$ cat src/aspm_pkg.sv
package aspm_pkg;

    localparam int DEVICE_COUNT = 2;
    localparam int CMD_MAX = 4;
    localparam int CMD_CNT_W = 3;

    // Request flag bits per device.
    localparam logic [2:0] F_MUSIC  = 3'b001;
    localparam logic [2:0] F_PROMPT = 3'b010;
    localparam logic [2:0] F_VOICE  = 3'b100;

    typedef enum logic [1:0] {
        REQ_START  = 2'd0,
        REQ_STOP   = 2'd1,
        REQ_SWITCH = 2'd2,
        REQ_PSTOP  = 2'd3
    } req_t;

    typedef enum logic [1:0] {
        KIND_MUSIC   = 2'd0,
        KIND_PROMPT  = 2'd1,
        KIND_VOICE   = 2'd2,
        KIND_INVALID = 2'd3
    } kind_t;

    typedef enum logic [1:0] {
        S_NONE   = 2'd0,
        S_MUSIC  = 2'd1,
        S_PROMPT = 2'd2,
        S_VOICE  = 2'd3
    } strm_t;

    typedef enum logic [3:0] {
        CMD_NONE    = 4'd0,
        CMD_SETUP   = 4'd1,
        CMD_M_OPEN  = 4'd2,
        CMD_M_CLOSE = 4'd3,
        CMD_M_RESTART = 4'd4,
        CMD_V_OPEN  = 4'd5,
        CMD_V_CLOSE = 4'd6,
        CMD_P_OPEN  = 4'd7,
        CMD_P_CLOSE = 4'd8,
        CMD_MERGE   = 4'd9,
        CMD_LINK    = 4'd10,
        CMD_QCLEAR  = 4'd11,
        CMD_BOOST   = 4'd12
    } cmd_t;

    typedef enum logic [1:0] {
        ERR_OK       = 2'd0,
        ERR_KIND     = 2'd1,
        ERR_STATE    = 2'd2,
        ERR_DISABLED = 2'd3
    } err_t;

    typedef enum logic [2:0] {
        CFG_ENABLE  = 3'd0,
        CFG_PROMPT  = 3'd1,
        CFG_DUAL    = 3'd2,
        CFG_MERGE   = 3'd3,
        CFG_LINK    = 3'd4,
        CFG_TONE    = 3'd5,
        CFG_RATE0   = 3'd6,
        CFG_RATE1   = 3'd7
    } cfg_idx_t;

    typedef struct packed {
        logic       manager_enable;
        logic       prompt_support;
        logic       dual_device_mode;
        logic       warning_merge_mode;
        logic       link_switch_enable;
        logic [7:0] warning_tone_id;
        logic [7:0] rate_code_dev0;
        logic [7:0] rate_code_dev1;
    } cfg_t;

    // One path command as it travels to the output.
    typedef struct packed {
        cmd_t       kind;
        logic [7:0] param;
        logic       boost;
        logic       dev;
    } cmd_item_t;

    // One classified event: all its commands plus common status.
    typedef struct packed {
        cmd_item_t [CMD_MAX-1:0] cmds;
        logic [CMD_CNT_W-1:0]    count;
        strm_t                   stream;
        err_t                    err;
    } evt_t;

endpackage

$ cat src/aspm_front.sv
module aspm_front (
    input  logic                 clk,
    input  logic                 rst_n,
    input  logic                 evt_push,
    input  logic [1:0]           req_type,
    input  logic [1:0]           stream_kind,
    input  logic                 device_index,
    input  logic [7:0]           prompt_id,
    input  logic                 call_active,
    input  aspm_pkg::cfg_t       cfg,
    output aspm_pkg::evt_t       evt
);
    import aspm_pkg::*;

    logic [2:0] flags_reg [DEVICE_COUNT];
    logic [1:0] owner_reg;
    strm_t      cur_reg;

    logic [2:0] fl [2];
    logic [1:0] own;
    strm_t      cur;
    err_t       err;
    cmd_item_t [CMD_MAX-1:0] q;
    logic [CMD_CNT_W-1:0] n;
    logic       d;
    logic       oth;

    function automatic logic any_f(input logic [2:0] a, input logic [2:0] b,
                                   input logic [2:0] f);
        any_f = ((a & f) != 3'd0) || ((b & f) != 3'd0);
    endfunction

    function automatic logic first_f(input logic [2:0] a, input logic [2:0] f);
        first_f = ((a & f) != 3'd0) ? 1'b0 : 1'b1;
    endfunction

    // Whole event is resolved combinationally; it is a short chain of decisions.
    always_comb
    begin
        logic ok;
        logic mb;
        logic lo;
        fl[0] = flags_reg[0];
        fl[1] = flags_reg[1];
        own = owner_reg;
        cur = cur_reg;
        err = ERR_OK;
        q = '0;
        n = '0;
        d = device_index;
        oth = ~device_index;
        ok = 1'b1;
        mb = 1'b0;
        lo = 1'b0;
        if (!cfg.manager_enable) begin
            err = ERR_DISABLED;
        end else if ((req_type == REQ_START || req_type == REQ_STOP) &&
                     (stream_kind == KIND_INVALID ||
                      (stream_kind == KIND_PROMPT && !cfg.prompt_support))) begin
            err = ERR_KIND;
        end else begin
            case (req_type)
                REQ_START:
                begin
                    fl[d] = fl[d] | (3'd1 << stream_kind);
                    if (stream_kind == KIND_MUSIC) begin
                        if (own[1]) own = {1'b0, d};
                        if (cfg.prompt_support && any_f(fl[0], fl[1], F_PROMPT)) begin
                        end else if (any_f(fl[0], fl[1], F_VOICE)) begin
                            q[n[1:0]] = '{CMD_BOOST, 8'd0, 1'b1, d}; n = n + 1'b1;
                        end else if (cfg.dual_device_mode && (fl[oth] & F_MUSIC) != 0) begin
                            if (own == {1'b0, oth}) begin
                                q[n[1:0]] = '{CMD_M_RESTART, 8'd0, 1'b1, oth}; n = n + 1'b1;
                            end else if (cur != S_MUSIC) begin
                                err = ERR_STATE;
                            end else begin
                                q[n[1:0]] = '{CMD_M_CLOSE, 8'd0, 1'b0, oth}; n = n + 1'b1;
                            end
                        end else begin
                            q[n[1:0]] = '{CMD_SETUP,
                                          d ? cfg.rate_code_dev1 : cfg.rate_code_dev0,
                                          1'b0, d};
                            n = n + 1'b1;
                            q[n[1:0]] = '{CMD_M_OPEN, 8'd0, 1'b0, d}; n = n + 1'b1;
                            cur = S_MUSIC;
                        end
                    end else if (stream_kind == KIND_PROMPT) begin
                        if (any_f(fl[0], fl[1], F_VOICE)) begin
                            if (cur == S_VOICE) begin
                                if (call_active) begin
                                    q[n[1:0]] = '{CMD_MERGE, 8'd0, 1'b0, d}; n = n + 1'b1;
                                    fl[0][1] = 1'b0; fl[1][1] = 1'b0;
                                end else begin
                                    q[n[1:0]] = '{CMD_V_CLOSE, 8'd0, 1'b0, d}; n = n + 1'b1;
                                    q[n[1:0]] = '{CMD_P_OPEN, prompt_id, 1'b0, d};
                                    n = n + 1'b1;
                                    cur = S_PROMPT;
                                end
                            end else if (cur == S_PROMPT) begin
                                q[n[1:0]] = '{CMD_P_OPEN, prompt_id, 1'b0, d}; n = n + 1'b1;
                            end else err = ERR_STATE;
                        end else if (any_f(fl[0], fl[1], F_MUSIC)) begin
                            if (cur == S_MUSIC) begin
                                if (cfg.warning_merge_mode && prompt_id == cfg.warning_tone_id)
                                begin
                                    q[n[1:0]] = '{CMD_MERGE, 8'd0, 1'b0, d}; n = n + 1'b1;
                                    fl[0][1] = 1'b0; fl[1][1] = 1'b0;
                                end else begin
                                    q[n[1:0]] = '{CMD_M_CLOSE, 8'd0, 1'b0, d}; n = n + 1'b1;
                                    q[n[1:0]] = '{CMD_P_OPEN, prompt_id, 1'b0, d};
                                    n = n + 1'b1;
                                    cur = S_PROMPT;
                                end
                            end else if (cur == S_PROMPT) begin
                                q[n[1:0]] = '{CMD_P_OPEN, prompt_id, 1'b0, d}; n = n + 1'b1;
                            end else err = ERR_STATE;
                        end else begin
                            q[n[1:0]] = '{CMD_P_OPEN, prompt_id, 1'b0, d}; n = n + 1'b1;
                            cur = S_PROMPT;
                        end
                    end else begin
                        if (cfg.prompt_support && any_f(fl[0], fl[1], F_PROMPT)) begin
                            if (call_active) begin
                                if (cur == S_PROMPT) begin
                                    q[n[1:0]] = '{CMD_QCLEAR, 8'd0, 1'b0, d}; n = n + 1'b1;
                                    q[n[1:0]] = '{CMD_P_CLOSE, 8'd0, 1'b0, d}; n = n + 1'b1;
                                end
                                fl[0][1] = 1'b0; fl[1][1] = 1'b0;
                                q[n[1:0]] = '{CMD_V_OPEN, 8'd0, 1'b0, d}; n = n + 1'b1;
                                cur = S_VOICE;
                            end
                        end else if (any_f(fl[0], fl[1], F_MUSIC)) begin
                            if (cur == S_MUSIC) begin
                                q[n[1:0]] = '{CMD_M_CLOSE, 8'd0, 1'b0, d}; n = n + 1'b1;
                            end
                            q[n[1:0]] = '{CMD_V_OPEN, 8'd0, 1'b1, d}; n = n + 1'b1;
                            cur = S_VOICE;
                        end else if (cur != S_VOICE) begin
                            q[n[1:0]] = '{CMD_V_OPEN, 8'd0, 1'b0, d}; n = n + 1'b1;
                            cur = S_VOICE;
                        end
                    end
                end
                REQ_STOP:
                begin
                    if (stream_kind == KIND_MUSIC) begin
                        fl[d][0] = 1'b0;
                        if (cur == S_MUSIC && own == {1'b0, d}) begin
                            q[n[1:0]] = '{CMD_M_CLOSE, 8'd0, 1'b0, d}; n = n + 1'b1;
                            cur = S_NONE;
                        end
                        own = any_f(fl[0], fl[1], F_MUSIC) ?
                              {1'b0, first_f(fl[0], F_MUSIC)} : 2'd2;
                        if (any_f(fl[0], fl[1], F_VOICE)) begin
                        end else if (cfg.prompt_support && any_f(fl[0], fl[1], F_PROMPT))
                        begin
                        end else if (any_f(fl[0], fl[1], F_MUSIC)) begin
                            mb = 1'b1;
                            lo = first_f(fl[0], F_MUSIC);
                        end
                    end else if (stream_kind == KIND_PROMPT) begin
                        fl[0][1] = 1'b0; fl[1][1] = 1'b0;
                        if (any_f(fl[0], fl[1], F_VOICE)) begin
                            if (cur == S_PROMPT) begin
                                q[n[1:0]] = '{CMD_V_OPEN, 8'd0, 1'b0, d}; n = n + 1'b1;
                                cur = S_VOICE;
                            end
                        end else if (any_f(fl[0], fl[1], F_MUSIC)) begin
                            mb = 1'b1;
                            lo = (!own[1] && fl[own[0]][0]) ? own[0] :
                                 first_f(fl[0], F_MUSIC);
                        end else cur = S_NONE;
                    end else begin
                        fl[d][2] = 1'b0;
                        if (cfg.prompt_support && any_f(fl[0], fl[1], F_PROMPT)) begin
                            if (cur != S_PROMPT) err = ERR_STATE;
                        end else if (any_f(fl[0], fl[1], F_VOICE)) begin
                            if (cfg.link_switch_enable) begin
                                q[n[1:0]] = '{CMD_LINK, 8'd0, 1'b0, first_f(fl[0], F_VOICE)};
                                n = n + 1'b1;
                            end
                            cur = S_VOICE;
                        end else if (any_f(fl[0], fl[1], F_MUSIC)) begin
                            q[n[1:0]] = '{CMD_V_CLOSE, 8'd0, 1'b0, d}; n = n + 1'b1;
                            mb = 1'b1;
                            lo = (!own[1] && fl[own[0]][0]) ? own[0] :
                                 first_f(fl[0], F_MUSIC);
                        end else begin
                            q[n[1:0]] = '{CMD_V_CLOSE, 8'd0, 1'b0, d}; n = n + 1'b1;
                            cur = S_NONE;
                        end
                    end
                end
                default:
                begin
                    // Switch to voice (only when voice is not open) and prompt stop.
                    if ((req_type == REQ_PSTOP || cur != S_VOICE) &&
                        cfg.prompt_support && any_f(fl[0], fl[1], F_PROMPT)) begin
                        q[n[1:0]] = '{CMD_QCLEAR, 8'd0, 1'b0, d}; n = n + 1'b1;
                        if (cur == S_PROMPT) begin
                            q[n[1:0]] = '{CMD_P_CLOSE, 8'd0, 1'b0, d}; n = n + 1'b1;
                            cur = S_NONE;
                        end
                        fl[0][1] = 1'b0; fl[1][1] = 1'b0;
                        if (any_f(fl[0], fl[1], F_VOICE)) begin
                            q[n[1:0]] = '{CMD_V_OPEN, 8'd0, 1'b0, d}; n = n + 1'b1;
                            cur = S_VOICE;
                        end else if (any_f(fl[0], fl[1], F_MUSIC)) begin
                            mb = 1'b1;
                            lo = (!own[1] && fl[own[0]][0]) ? own[0] :
                                 first_f(fl[0], F_MUSIC);
                        end
                    end
                end
            endcase
            if (mb) begin
                q[n[1:0]] = '{CMD_SETUP, lo ? cfg.rate_code_dev1 : cfg.rate_code_dev0,
                              1'b0, lo};
                n = n + 1'b1;
                q[n[1:0]] = '{CMD_M_OPEN, 8'd0, 1'b0, lo}; n = n + 1'b1;
                cur = S_MUSIC;
            end
        end
        if (n == '0) begin
            q[0] = '{CMD_NONE, 8'd0, 1'b0, d};
            n = 3'd1;
        end
        ok = (err == ERR_OK || err == ERR_STATE);
        evt.cmds = q;
        evt.count = n;
        evt.stream = ok ? cur : cur_reg;
        evt.err = err;
    end

    // Stream state updates on each accepted event that is not rejected.
    always_ff @(posedge clk or negedge rst_n)
    begin
        if (!rst_n) begin
            flags_reg[0] <= '0;
            flags_reg[1] <= '0;
            owner_reg <= 2'd2;
            cur_reg <= S_NONE;
        end else if (evt_push && (err == ERR_OK || err == ERR_STATE)) begin
            flags_reg[0] <= fl[0];
            flags_reg[1] <= fl[1];
            owner_reg <= own;
            cur_reg <= cur;
        end
    end

endmodule

$ cat src/aspm_queue.sv
module aspm_queue (
    input  logic           clk,
    input  logic           rst_n,
    input  logic           wr_en,
    input  aspm_pkg::evt_t wr_data,
    output logic           full,
    input  logic           rd_en,
    output aspm_pkg::evt_t rd_data,
    output logic           rd_valid
);
    import aspm_pkg::*;

    evt_t       mem_reg [2];
    logic       wp_reg;
    logic       rp_reg;
    logic [1:0] cnt_reg;

    assign full = cnt_reg[1];
    assign rd_valid = cnt_reg != 2'd0;
    assign rd_data = mem_reg[rp_reg];

    // Two-entry event queue between classifier and command sequencer.
    always_ff @(posedge clk or negedge rst_n)
    begin
        if (!rst_n) begin
            wp_reg <= 1'b0;
            rp_reg <= 1'b0;
            cnt_reg <= 2'd0;
        end else begin
            if (wr_en) wp_reg <= ~wp_reg;
            if (rd_en) rp_reg <= ~rp_reg;
            cnt_reg <= cnt_reg + {1'b0, wr_en} - {1'b0, rd_en};
        end
    end

    always_ff @(posedge clk)
    begin
        if (wr_en) mem_reg[wp_reg] <= wr_data;
    end

endmodule

$ cat src/aspm_back.sv
module aspm_back (
    input  logic           clk,
    input  logic           rst_n,
    input  aspm_pkg::evt_t evt,
    input  logic           evt_valid,
    output logic           evt_take,
    output logic           empty,
    input  logic           pop,
    output logic [3:0]     cmd_kind,
    output logic [7:0]     cmd_param,
    output logic           clock_boost,
    output logic           cmd_device,
    output logic [1:0]     open_stream,
    output logic [1:0]     error_code,
    output logic           last
);
    import aspm_pkg::*;

    logic [1:0] idx_reg;
    logic [1:0] idx_next;
    cmd_item_t  cur;
    logic       is_last;

    assign cur = evt.cmds[idx_reg];
    assign is_last = ({1'b0, idx_reg} + 3'd1) == evt.count;
    assign empty = !evt_valid;
    assign evt_take = evt_valid && pop && is_last;

    assign cmd_kind = cur.kind;
    assign cmd_param = cur.param;
    assign clock_boost = cur.boost;
    assign cmd_device = cur.dev;
    assign open_stream = evt.stream;
    assign error_code = evt.err;
    assign last = is_last;

    // Step through the event's commands one per pop.
    always_comb
    begin
        idx_next = idx_reg;
        if (evt_valid && pop) idx_next = is_last ? 2'd0 : idx_reg + 2'd1;
    end

    always_ff @(posedge clk or negedge rst_n)
    begin
        if (!rst_n) idx_reg <= 2'd0;
        else idx_reg <= idx_next;
    end

endmodule

$ cat src/audio_stream_priority_manager.sv
// Channel | Direction | Handshake     | Payload
// events  | in        | push / full   | req_type stream_kind device_index prompt_id call_active
// results | out       | pop / empty   | cmd_kind cmd_param clock_boost cmd_device open_stream
//         |           |               | error_code last
// config  | in        | cfg_we        | cfg_index cfg_data
// An event is classified in the cycle it is accepted and held in a two-entry queue.
// One command item leaves per pop; an event yields one to four items on the output.
// Events are taken back to back while the queue has room.
// Reset clears request flags, owner, open stream, queue and registers to defaults.
module audio_stream_priority_manager (
    input  logic       clk,
    input  logic       rst_n,
    input  logic       push,
    output logic       full,
    input  logic [1:0] req_type,
    input  logic [1:0] stream_kind,
    input  logic       device_index,
    input  logic [7:0] prompt_id,
    input  logic       call_active,
    output logic       empty,
    input  logic       pop,
    output logic [3:0] cmd_kind,
    output logic [7:0] cmd_param,
    output logic       clock_boost,
    output logic       cmd_device,
    output logic [1:0] open_stream,
    output logic [1:0] error_code,
    output logic       last,
    input  logic       cfg_we,
    input  logic [2:0] cfg_index,
    input  logic [7:0] cfg_data
);
    import aspm_pkg::*;

    cfg_t cfg_reg;
    evt_t evt_in;
    evt_t evt_out;
    logic acc;
    logic evt_valid;
    logic evt_take;

    assign acc = push && !full;

    // Configuration registers.
    always_ff @(posedge clk or negedge rst_n)
    begin
        if (!rst_n) begin
            cfg_reg <= '{1'b0, 1'b1, 1'b1, 1'b0, 1'b1, 8'd0, 8'd0, 8'd0};
        end else if (cfg_we) begin
            case (cfg_idx_t'(cfg_index))
                CFG_ENABLE: cfg_reg.manager_enable <= cfg_data[0];
                CFG_PROMPT: cfg_reg.prompt_support <= cfg_data[0];
                CFG_DUAL:   cfg_reg.dual_device_mode <= cfg_data[0];
                CFG_MERGE:  cfg_reg.warning_merge_mode <= cfg_data[0];
                CFG_LINK:   cfg_reg.link_switch_enable <= cfg_data[0];
                CFG_TONE:   cfg_reg.warning_tone_id <= cfg_data;
                CFG_RATE0:  cfg_reg.rate_code_dev0 <= cfg_data;
                CFG_RATE1:  cfg_reg.rate_code_dev1 <= cfg_data;
                default: ;
            endcase
        end
    end

    aspm_front u_front (
        .clk(clk), .rst_n(rst_n), .evt_push(acc), .req_type(req_type),
        .stream_kind(stream_kind), .device_index(device_index), .prompt_id(prompt_id),
        .call_active(call_active), .cfg(cfg_reg), .evt(evt_in)
    );

    aspm_queue u_queue (
        .clk(clk), .rst_n(rst_n), .wr_en(acc), .wr_data(evt_in), .full(full),
        .rd_en(evt_take), .rd_data(evt_out), .rd_valid(evt_valid)
    );

    aspm_back u_back (
        .clk(clk), .rst_n(rst_n), .evt(evt_out), .evt_valid(evt_valid),
        .evt_take(evt_take), .empty(empty), .pop(pop), .cmd_kind(cmd_kind),
        .cmd_param(cmd_param), .clock_boost(clock_boost), .cmd_device(cmd_device),
        .open_stream(open_stream), .error_code(error_code), .last(last)
    );

    // A none item is always the only item of its event.
    a_none_last: assert property (@(posedge clk) disable iff (!rst_n)
        (!empty && cmd_kind == CMD_NONE) |-> last)
        else $error("none item not last");

    // Rejected events carry no command.
    a_err_none: assert property (@(posedge clk) disable iff (!rst_n)
        (!empty && (error_code == ERR_KIND || error_code == ERR_DISABLED))
        |-> cmd_kind == CMD_NONE)
        else $error("rejected event emitted a command");

    // A queue that was full and not drained stays full.
    a_full_hold: assert property (@(posedge clk) disable iff (!rst_n)
        (full && !(pop && last && !empty)) |=> full)
        else $error("queue lost an event");

endmodule

$ cat config.mk
export PLATFORM = sky130hd
export DESIGN_NAME = audio_stream_priority_manager
export DESIGN_NICKNAME = d
export VERILOG_FILES = /design/src/aspm_pkg.sv /design/src/aspm_front.sv /design/src/aspm_queue.sv /design/src/aspm_back.sv /design/src/audio_stream_priority_manager.sv
export SDC_FILE = /design/constraint.sdc
export NUM_CORES = 1
export LEC_CHECK = 0
export ABC_AREA = 0
export BUFFER_PORTS_ARGS = -buffer_cell sky130_fd_sc_hd__clkbuf_2
export CAP_MARGIN = 15
export CORE_MARGIN = 2
export CORE_UTILIZATION = 30
export CTS_CLUSTER_DIAMETER = 80
export DETAILED_ROUTE_END_ITERATION = 10
export SYNTH_ARGS = -nofsm -noshare
export SYNTH_HDL_FRONTEND = slang
export SYNTH_SLANG_ARGS = --single-unit
$ cat constraint.sdc
create_clock -name clk -period 8.1 [get_ports clk]
set_input_delay 0.81 -clock clk [delete_from_list [all_inputs] [get_ports clk]]
set_output_delay 0.81 -clock clk [all_outputs]
set_load 0.005 [all_outputs]
-- Yosys cells after proc, flatten, opt, wreduce, memory -nomap -nowiden
Memory sizes are Yosys's and may differ from the RTL's.
Cells that the tools add are included.
- RAM bits: 126
- register bits after elaboration: 45
- output and inout bits: 21
- input port bits: 30
- memories: 1
- logic and storage cells: 432
- multiplexer cells: 289
- eq/ne operators: 25
- reduce and logical (&&, ||, !) cells: 62
- shift-type cells: 1
- $lt $le $gt $ge: 15
- bitwise logic cells: 12
- add/subtract/negate cells: 9
- memory list (memory ; depth ; bits a word ; read ports ; clocked after Yosys merged registers in ; wr ports ; line ; text):
    u_queue.mem_reg ; 2 ; 63 ; 1 ; 0 ; 1 ; aspm_queue.sv:13 ; evt_t mem_reg [2];
- operators with widths (operator ; number):
    $mux 14 ; 36
    $mux 28 ; 14
    $mux 56 ; 7
    $bwmux 56 ; 5
    $demux 14 s2 ; 5
    $mux 3 ; 45
    $mux 2 ; 64
    $mux 42 ; 3
    $mux 13 ; 8
    $pmux 42 s2 ; 1
    $mux 1 ; 76
    $mux 12 ; 5
    $bmux 14 s2 ; 1
    $pmux 14 s2 ; 1
    $logic_and 1x1->1 ; 22
    $lt 2x3->1 const B ; 6
    $logic_or 1x1->1 ; 16
    $mux 8 ; 2
    $pmux 2 s2 ; 4
    $reduce_and 2->1 ; 8
    $add 3x1->3 const B ; 5
    $and 6x6->6 ; 2
    $eq 3x3->1 const B ; 4
    $not 6->6 ; 2
    other kinds (35) ; 71

-- Logic depth before layout (Yosys ltp)
Gate-level depths: netlist of run 1.
- word-level depth: 32
- mapped depth: 15
- mapped depth without buffers: 13

-- By module
From an unflattened synthesis of run 1, not the netlist that was laid out.
- cells, all modules: 741
- area, all modules: 9561.7 um^2
- modules (own cells, without submodules) (module ; cells each ; times used ; area an instance (um^2) ; sequential area each (um^2)):
    aspm_queue ; 210 ; 1 ; 5038.6 ; 3883.7
    aspm_front ; 423 ; 1 ; 2736.4 ; 251.5
    audio_stream_priority_manager ; 71 ; 1 ; 1241.2 ; 729.4
    aspm_back ; 37 ; 1 ; 545.5 ; 50.0

-- Least setup slack after synthesis of run 1
No wires, ideal clock.
- kind: input port to flip-flop
- start point: input port push
- end point: memory u_queue.mem_reg[0][0] (netlist name) (enable)
- data arrival time: 3338 ps
- stages on the path: 2
- buffers on the path: 0
- path slack: 4288 ps
- data required time: 7626 ps
- path through: nand2b_1 > nor2_1
- word-level cells in the longest chain between the ends: 3
- ends and longest elaborated chain (element ; line ; text):
    from (decl) ; audio_stream_priority_manager.sv:13 ; input logic push,
    $logic_and 1x1->1 ; audio_stream_priority_manager.sv:42 ; assign acc = push && !full;
    $mux 1 ; aspm_queue.sv:38 ; if (wr_en) mem_reg[wp_reg] <= wr_data;
    $mux 1 (implied by the code) ; aspm_queue.sv:38 ;
    to (decl) ; aspm_queue.sv:13 ;
Every way passes these cells.

==> results.json, run 1 <==
{
  "status": "complete, no violations",
  "hpwl_mm": 16.2,
  "synth.distinct_cells": 75,
  "power_leakage_nw": 3.56,
  "crit_type": "reg -> reg",
  "crit_chain": "inv_1 -> ha_1 -> inv_1 -> nor4_1 -> o2111ai_1 -> o21ba_1 -> a311oi_4 -> inv_1 -> ha_1 -> and2_1 -> o21ai_1 -> o22ai_1",
  "gp_congestion": 0.960,
  "ys_seq_area_share_pct": 54.2,
  "wire_per_inst_microns": 19.9,
  "arrival_ns": 4.53,
  "r2r_cells": 12,
  "yosys_most_used_dff": "edfxtp_1",
  "antenna_found_initial": 0,
  "drt-pass1-iter-count": 5,
  "synth.most_common_cell": "edfxtp_1",
  "tns_ns": 0,
  "drtIter0Drc": 561,
  "drive_above_1_share_pct": 25.3,
  "rows": 61,
  "synth_common_cells": "edfxtp_1, nor2_1, mux2_2",
  "synth.area.top_cells": "edfxtp_1, dfrtp_1, mux2_2",
  "cp_top_family": "compound AO/OA/AOI/OAI gates",
  "numCtsBuffers": 17,
  "timing.rr.start": "u_front.cur_reg[1]",
  "remaining_drc_errors": 0,
  "synth_top_area_share_pct": 40.9,
  "chipHeight_microns": 172,
  "hold-worst-slack_ns": 0.474,
  "syn_avg_cell_area_sq_um": 12.2,
  "cts_sinks": 161,
  "cp-end-kind": "register",
  "r2r_end": "u_queue.mem_reg[1][16]",
  "clkSlewWorstSetupHoldPaths_ns": 0.08,
  "peakVddDrop_v": 0.000152,
  "final_nets": 779,
  "cap_violations": 0,
  "ctsHoldBuffers": 0,
  "cts_setup_buffers": 0,
  "slowest_stage": "o21ai_1",
  "netlist_instances": 698,
  "critPathCapture": "u_queue.mem_reg[1][16]",
  "ys_warn_count": 0,
  "synth-edff-count": 116,
  "grt_usage_pct": 15.6,
  "layout-area-overhead-vs-synth_pct": 14.7,
  "fillCellCount": 2732,
  "post-place-cells": 1096,
  "final_max_slew_viol_count": 0,
  "power_density_nw_per_um2": 321,
  "fmax_ghz": 0.228,
  "instances_no_fill": 1128,
  "rsz0062_at_grt": "false",
  "path_depth": 12,
  "fin_ws_ns": 3.71,
  "yosys_register_bits": 161,
  "final-hold-violation-count": 0,
  "largest_register_ffs": 116,
  "grt_max_degree": 59,
  "worst_pin_slew_ns": 0.980,
  "path_buf_inv": 3,
  "period_share_pct": 54.2,
  "grt_pass1_wl_mm": 34.9,
  "min_path_type": "in -> async",
  "required_ns": 8.24,
  "cts.repair.resized": 0,
  "viasPerCell": 5.26,
  "cts_tree": "yes",
  "period_minus_slack_ns": 4.39,
  "routed_wl_mm": 22.5,
  "syn-cell-area_sq_um": 8510,
  "initial_core_util_pct": 30.6,
  "antenna_cells": 0,
  "maxSlewHeadroom_pct": 33.0,
  "port_buffers": 50,
  "ioPinCount": 51,
  "die_w_microns": 172,
  "crit_path_frequent_cell": "inv_1",
  "yosys.area.top_type": "edfxtp_1",
  "cpPeakStageDelay_ns": 0.60,
  "startpoint_type": "register",
  "htreeDepth": 4,
  "place_ws_ns": 3.62,
  "r2r_slack_ns": 3.71,
  "clock_skew_ns": 0.0151,
  "syn_nets": 740,
  "cts_buffer_depth": 2,
  "startpoint": "u_front.cur_reg[1]",
  "clockRootBuffer": "clkbuf_16",
  "insertion_delay_ns": 0.44,
  "num_vias": 5928,
  "postSynth.asyncResetShare_pct": 28.0,
  "setup_violations": 0,
  "die_area_sq_um": 29700,
  "grt_pass1_vias": 5714,
  "ant_nets": 0,
  "grt_overflow": 0,
  "critPathMaxFanout": 11,
  "coreArea_sq_um": 27900
}
## area by class of cell
| class | count | area, sq um | area share, % |
|---|---|---|---|
| multi-input cells | 471 | 3620 | 37.1 |
| clock buffers | 17 | 425 | 4.36 |
| inverters | 25 | 95.1 | 0.973 |
| flip-flops and latches | 161 | 4620 | 47.3 |
| clock inverters | 15 | 201 | 2.06 |
| well taps | 378 | 473 | 4.84 |
| repair buffers | 61 | 333 | 3.41 |
## placed cells by master (no fill, tap or decap), types with 11 or more instances in the layout
master and n:
a21oi_1 41, buf_4 11, clkbuf_16 17, clkbuf_2 50, dfrtp_1 40, edfxtp_1 116, ha_1 12, inv_1 24
mux2_2 50, mux2i_1 18, mux4_2 25, nand2_1 45, nor2_1 58, nor3_1 12, o21ai_0 35, o22ai_1 11
## logic make-up (layout without fill, tap and decap cells)
| family | Yosys count | count (layout) | synth area share (%) |
|---|---|---|---|
| fa+ha+maj | 12 | 12 | 1.76 |
| compound gates | 161 | 161 | 12.8 |
| mux | 93 | 93 | 15.3 |
| flops | 161 | 161 | 54.2 |
| xor+xnor | 18 | 18 | 1.94 |
| buf+inv | 66 | 118 | 3.34 |
| simple gates | 187 | 187 | 10.6 |
## where the power goes
group          switching [W]  internal, W  total (W)  leakage (nW)
clock network       0.000403     0.000428   0.000831         0.303
registers           0.000114      0.00108    0.00120          1.63
logic               0.000632     0.000479    0.00111          1.63
total                0.00115      0.00199    0.00314          3.56
## through the flow
step	power (W)	area, sq um	util, %
final	0.00314	9770	35.1
after global routing	0.00333	9770	35.1
after CTS	0.00317	9770	35.1
after detailed placement	0.00234	9140	32.8
after global placement	0.00233	9140	32.8
after floorplan	0.00197	8510	-
## layer usage
metal / GRT usage [%] / vias up / wire (microns)
li1: - / 2740 / -
met1: 23.0 / 2966 / 10700
met2: 23.8 / 191 / 10300
met3: 2.27 / 31 / 1090
met4: 4.90 / 0 / 396
met5: 0 / - / 0
## worst min path at each step
stage	start	end	slack, ns	cells past startpoint
3_3_place_gp	cfg_reg[2]	cfg_reg[2]	0.51	1
4_1_cts	rst_n	u_front.flags_reg[5]	0.50	2
3_5_place_dp	cfg_reg[2]	cfg_reg[2]	0.52	1
2_1_floorplan	u_queue.wp_reg	u_queue.wp_reg	0.46	1
6_report	rst_n	cfg_reg[7]	0.47	2
5_1_grt	rst_n	cfg_reg[1]	0.53	2
Note: power is estimated with default switching activity, not from simulation.
==> run 2: changes to the inputs <==
clock period = 4.6 ns   (was 8.1 ns; I/O delays follow)
==> run 2 against run 1 <==
Largest cell class unchanged. Combinational power rose by 77%. Sequential power up 79%. Routed wire length is 2.1% higher. First-iteration DRC count fell by 8.9%.
==> results.json, run 2 (same netlist as run 1, synthesis figures left out) <==
{
  "seq_power_share_pct": 39.2,
  "wl_met2_mm": 10.7,
  "drt-pass1-iter-count": 6,
  "cap_violations": 0,
  "num_vias": 5997,
  "instances_no_fill": 1148,
  "p_total_w": 0.00547,
  "clkPwrFrac_pct": 24.8,
  "hpwl_mm": 17.0,
  "multi_input_area_sq_um": 3620,
  "cts_buffer_depth": 2,
  "initial_core_util_pct": 30.6,
  "wire_per_inst_microns": 20.0,
  "arrival_ns": 4.09,
  "tns_ns": 0,
  "viasPerCell": 5.22,
  "cp-end-kind": "register",
  "final-hold-violation-count": 0,
  "dpl-instance-area_sq_um": 9290,
  "ioPinCount": 51,
  "final_max_slew_viol_count": 0,
  "drtIter0Drc": 511,
  "r2r_cells": 11,
  "maxSlewHeadroom_pct": 32.0,
  "power.switching_w": 0.00197,
  "routed_wl_mm": 23.0,
  "power_leakage_nw": 3.63,
  "cts_setup_buffers": 0,
  "chipHeight_microns": 172,
  "period_share_pct": 84.6,
  "hold-worst-slack_ns": 0.128,
  "clock_skew_ns": 0.0106,
  "cp_top_family": "compound AO/OA/AOI/OAI gates",
  "coreArea_sq_um": 27900,
  "drive_above_1_share_pct": 27.1,
  "path_buf_inv": 1,
  "cts_sinks": 161,
  "largest_register_ffs": 116,
  "final_common_cell": "edfxtp_1",
  "r2r_slack_ns": 0.71,
  "cts_tree": "yes",
  "final-seq-area_sq_um": 4620,
  "post-place-cells": 1116,
  "cpPeakStageDelay_ns": 0.50,
  "timing.rr.start": "u_front.flags_reg[5]",
  "numCtsBuffers": 17,
  "rows": 61,
  "startpoint_type": "register",
  "insertion_delay_ns": 0.43,
  "grt_pass1_wl_mm": 35.6,
  "intPower_w": 0.00351,
  "worst_pin_slew_ns": 1.02,
  "crit_chain": "or2_1 -> nor2_2 -> nand3_1 -> o21ba_1 -> a311oi_4 -> inv_1 -> ha_1 -> nor2_1 -> a21o_1 -> o21bai_2 -> o32ai_1",
  "ant_nets": 0,
  "status": "complete, no violations",
  "power_density_nw_per_um2": 555,
  "remaining_drc_errors": 0,
  "layout_common_cells": "edfxtp_1, nor2_1, mux2_2, clkbuf_2, nand2_1",
  "antenna_found_initial": 0,
  "top_layer_used": "met4",
  "port_buffers": 50,
  "die_area_sq_um": 29700,
  "rsz0062_at_grt": "false",
  "antenna_cells": 0,
  "clkSlewWorstSetupHoldPaths_ns": 0.07,
  "grt_usage_pct": 16.0,
  "final_nets": 799,
  "wl_met3_mm": 1.41,
  "min_path_type": "in -> async",
  "fillCellCount": 2747,
  "grt_overflow": 0,
  "grt_pass1_vias": 5968,
  "peakVddDrop_v": 0.000291,
  "ctsHoldBuffers": 0,
  "crit_type": "reg -> reg",
  "cts.repair.resized": 0,
  "grt_max_degree": 46,
  "slowest_stage": "or2_1",
  "fmax_ghz": 0.257,
  "period_minus_slack_ns": 3.89,
  "layout-area-overhead-vs-synth_pct": 15.9,
  "met1_length_mm": 10.3,
  "die_w_microns": 172,
  "required_ns": 4.80,
  "setup_violations": 0,
  "sw_frac_of_total_pct": 35.9,
  "power_frac_comb_pct": 36.0,
  "clockRootBuffer": "clkbuf_16",
  "htreeDepth": 4,
  "r2r_end": "u_queue.mem_reg[0][11]",
  "gp_congestion": 0.967,
  "fin_area_sq_um": 9860,
  "critPathMaxFanout": 16
}
-- run 2: cell count changes in the layout (fill, tap and decap cells not counted), sizes merged --
cell / delta
clkinvlp: +2
inv: -2
buf: +20
-- run 2: power groups by stage --
stage | clock network, W | registers [W] | logic (W)
2_1_floorplan | 0 | 0.00205 | 0.00142
3_3_place_gp | 0 | 0.00218 | 0.00200
3_5_place_dp | 0 | 0.00219 | 0.00197
4_1_cts | 0.00138 | 0.00216 | 0.00198
5_1_grt | 0.00144 | 0.00220 | 0.00216
6_report | 0.00136 | 0.00215 | 0.00197
-- run 2: stage by stage --
stage / utilization (%) / setup WS [ns]
finish: 35.4 / 0.709
global route: 35.4 / 0.530
detailed placement: 33.4 / 0.828
CTS: 35.4 / 0.834
floorplan: - / 1.08
global placement: 33.4 / 0.974
-- run 2: how the worst max path moves through the flow --
stage	startpoint	endpoint	slack (ns)	depth (start not counted)
global placement	stream_kind[1]	u_queue.mem_reg[0][11]	0.97	11
detailed placement	stream_kind[1]	u_queue.mem_reg[0][11]	0.83	11
global route	u_front.cur_reg[1]	u_queue.mem_reg[0][11]	0.53	12
finish	u_front.flags_reg[5]	u_queue.mem_reg[0][11]	0.71	11
floorplan	u_queue.cnt_reg[1]	u_queue.mem_reg[0][0]	1.08	2
CTS	u_front.flags_reg[5]	u_queue.mem_reg[0][11]	0.83	11
-- run 2: cell type report --
cell class / count / share of cell area (%)
sequential: 161 / 46.8
multi-input combinational: 471 / 36.7
timing repair buffer: 81 / 4.90
tap: 378 / 4.79
clock buffer: 17 / 4.31
clock inverter: 15 / 1.50
inverter: 25 / 0.964
-- run 2: metal layers --
| layer | up-vias | track usage [%] |
|---|---|---|
| li1 | 2777 | - |
| met1 | 2966 | 21.9 |
| met2 | 220 | 25.4 |
| met3 | 34 | 3.18 |
| met4 | 0 | 5.15 |
| met5 | - | 0 |
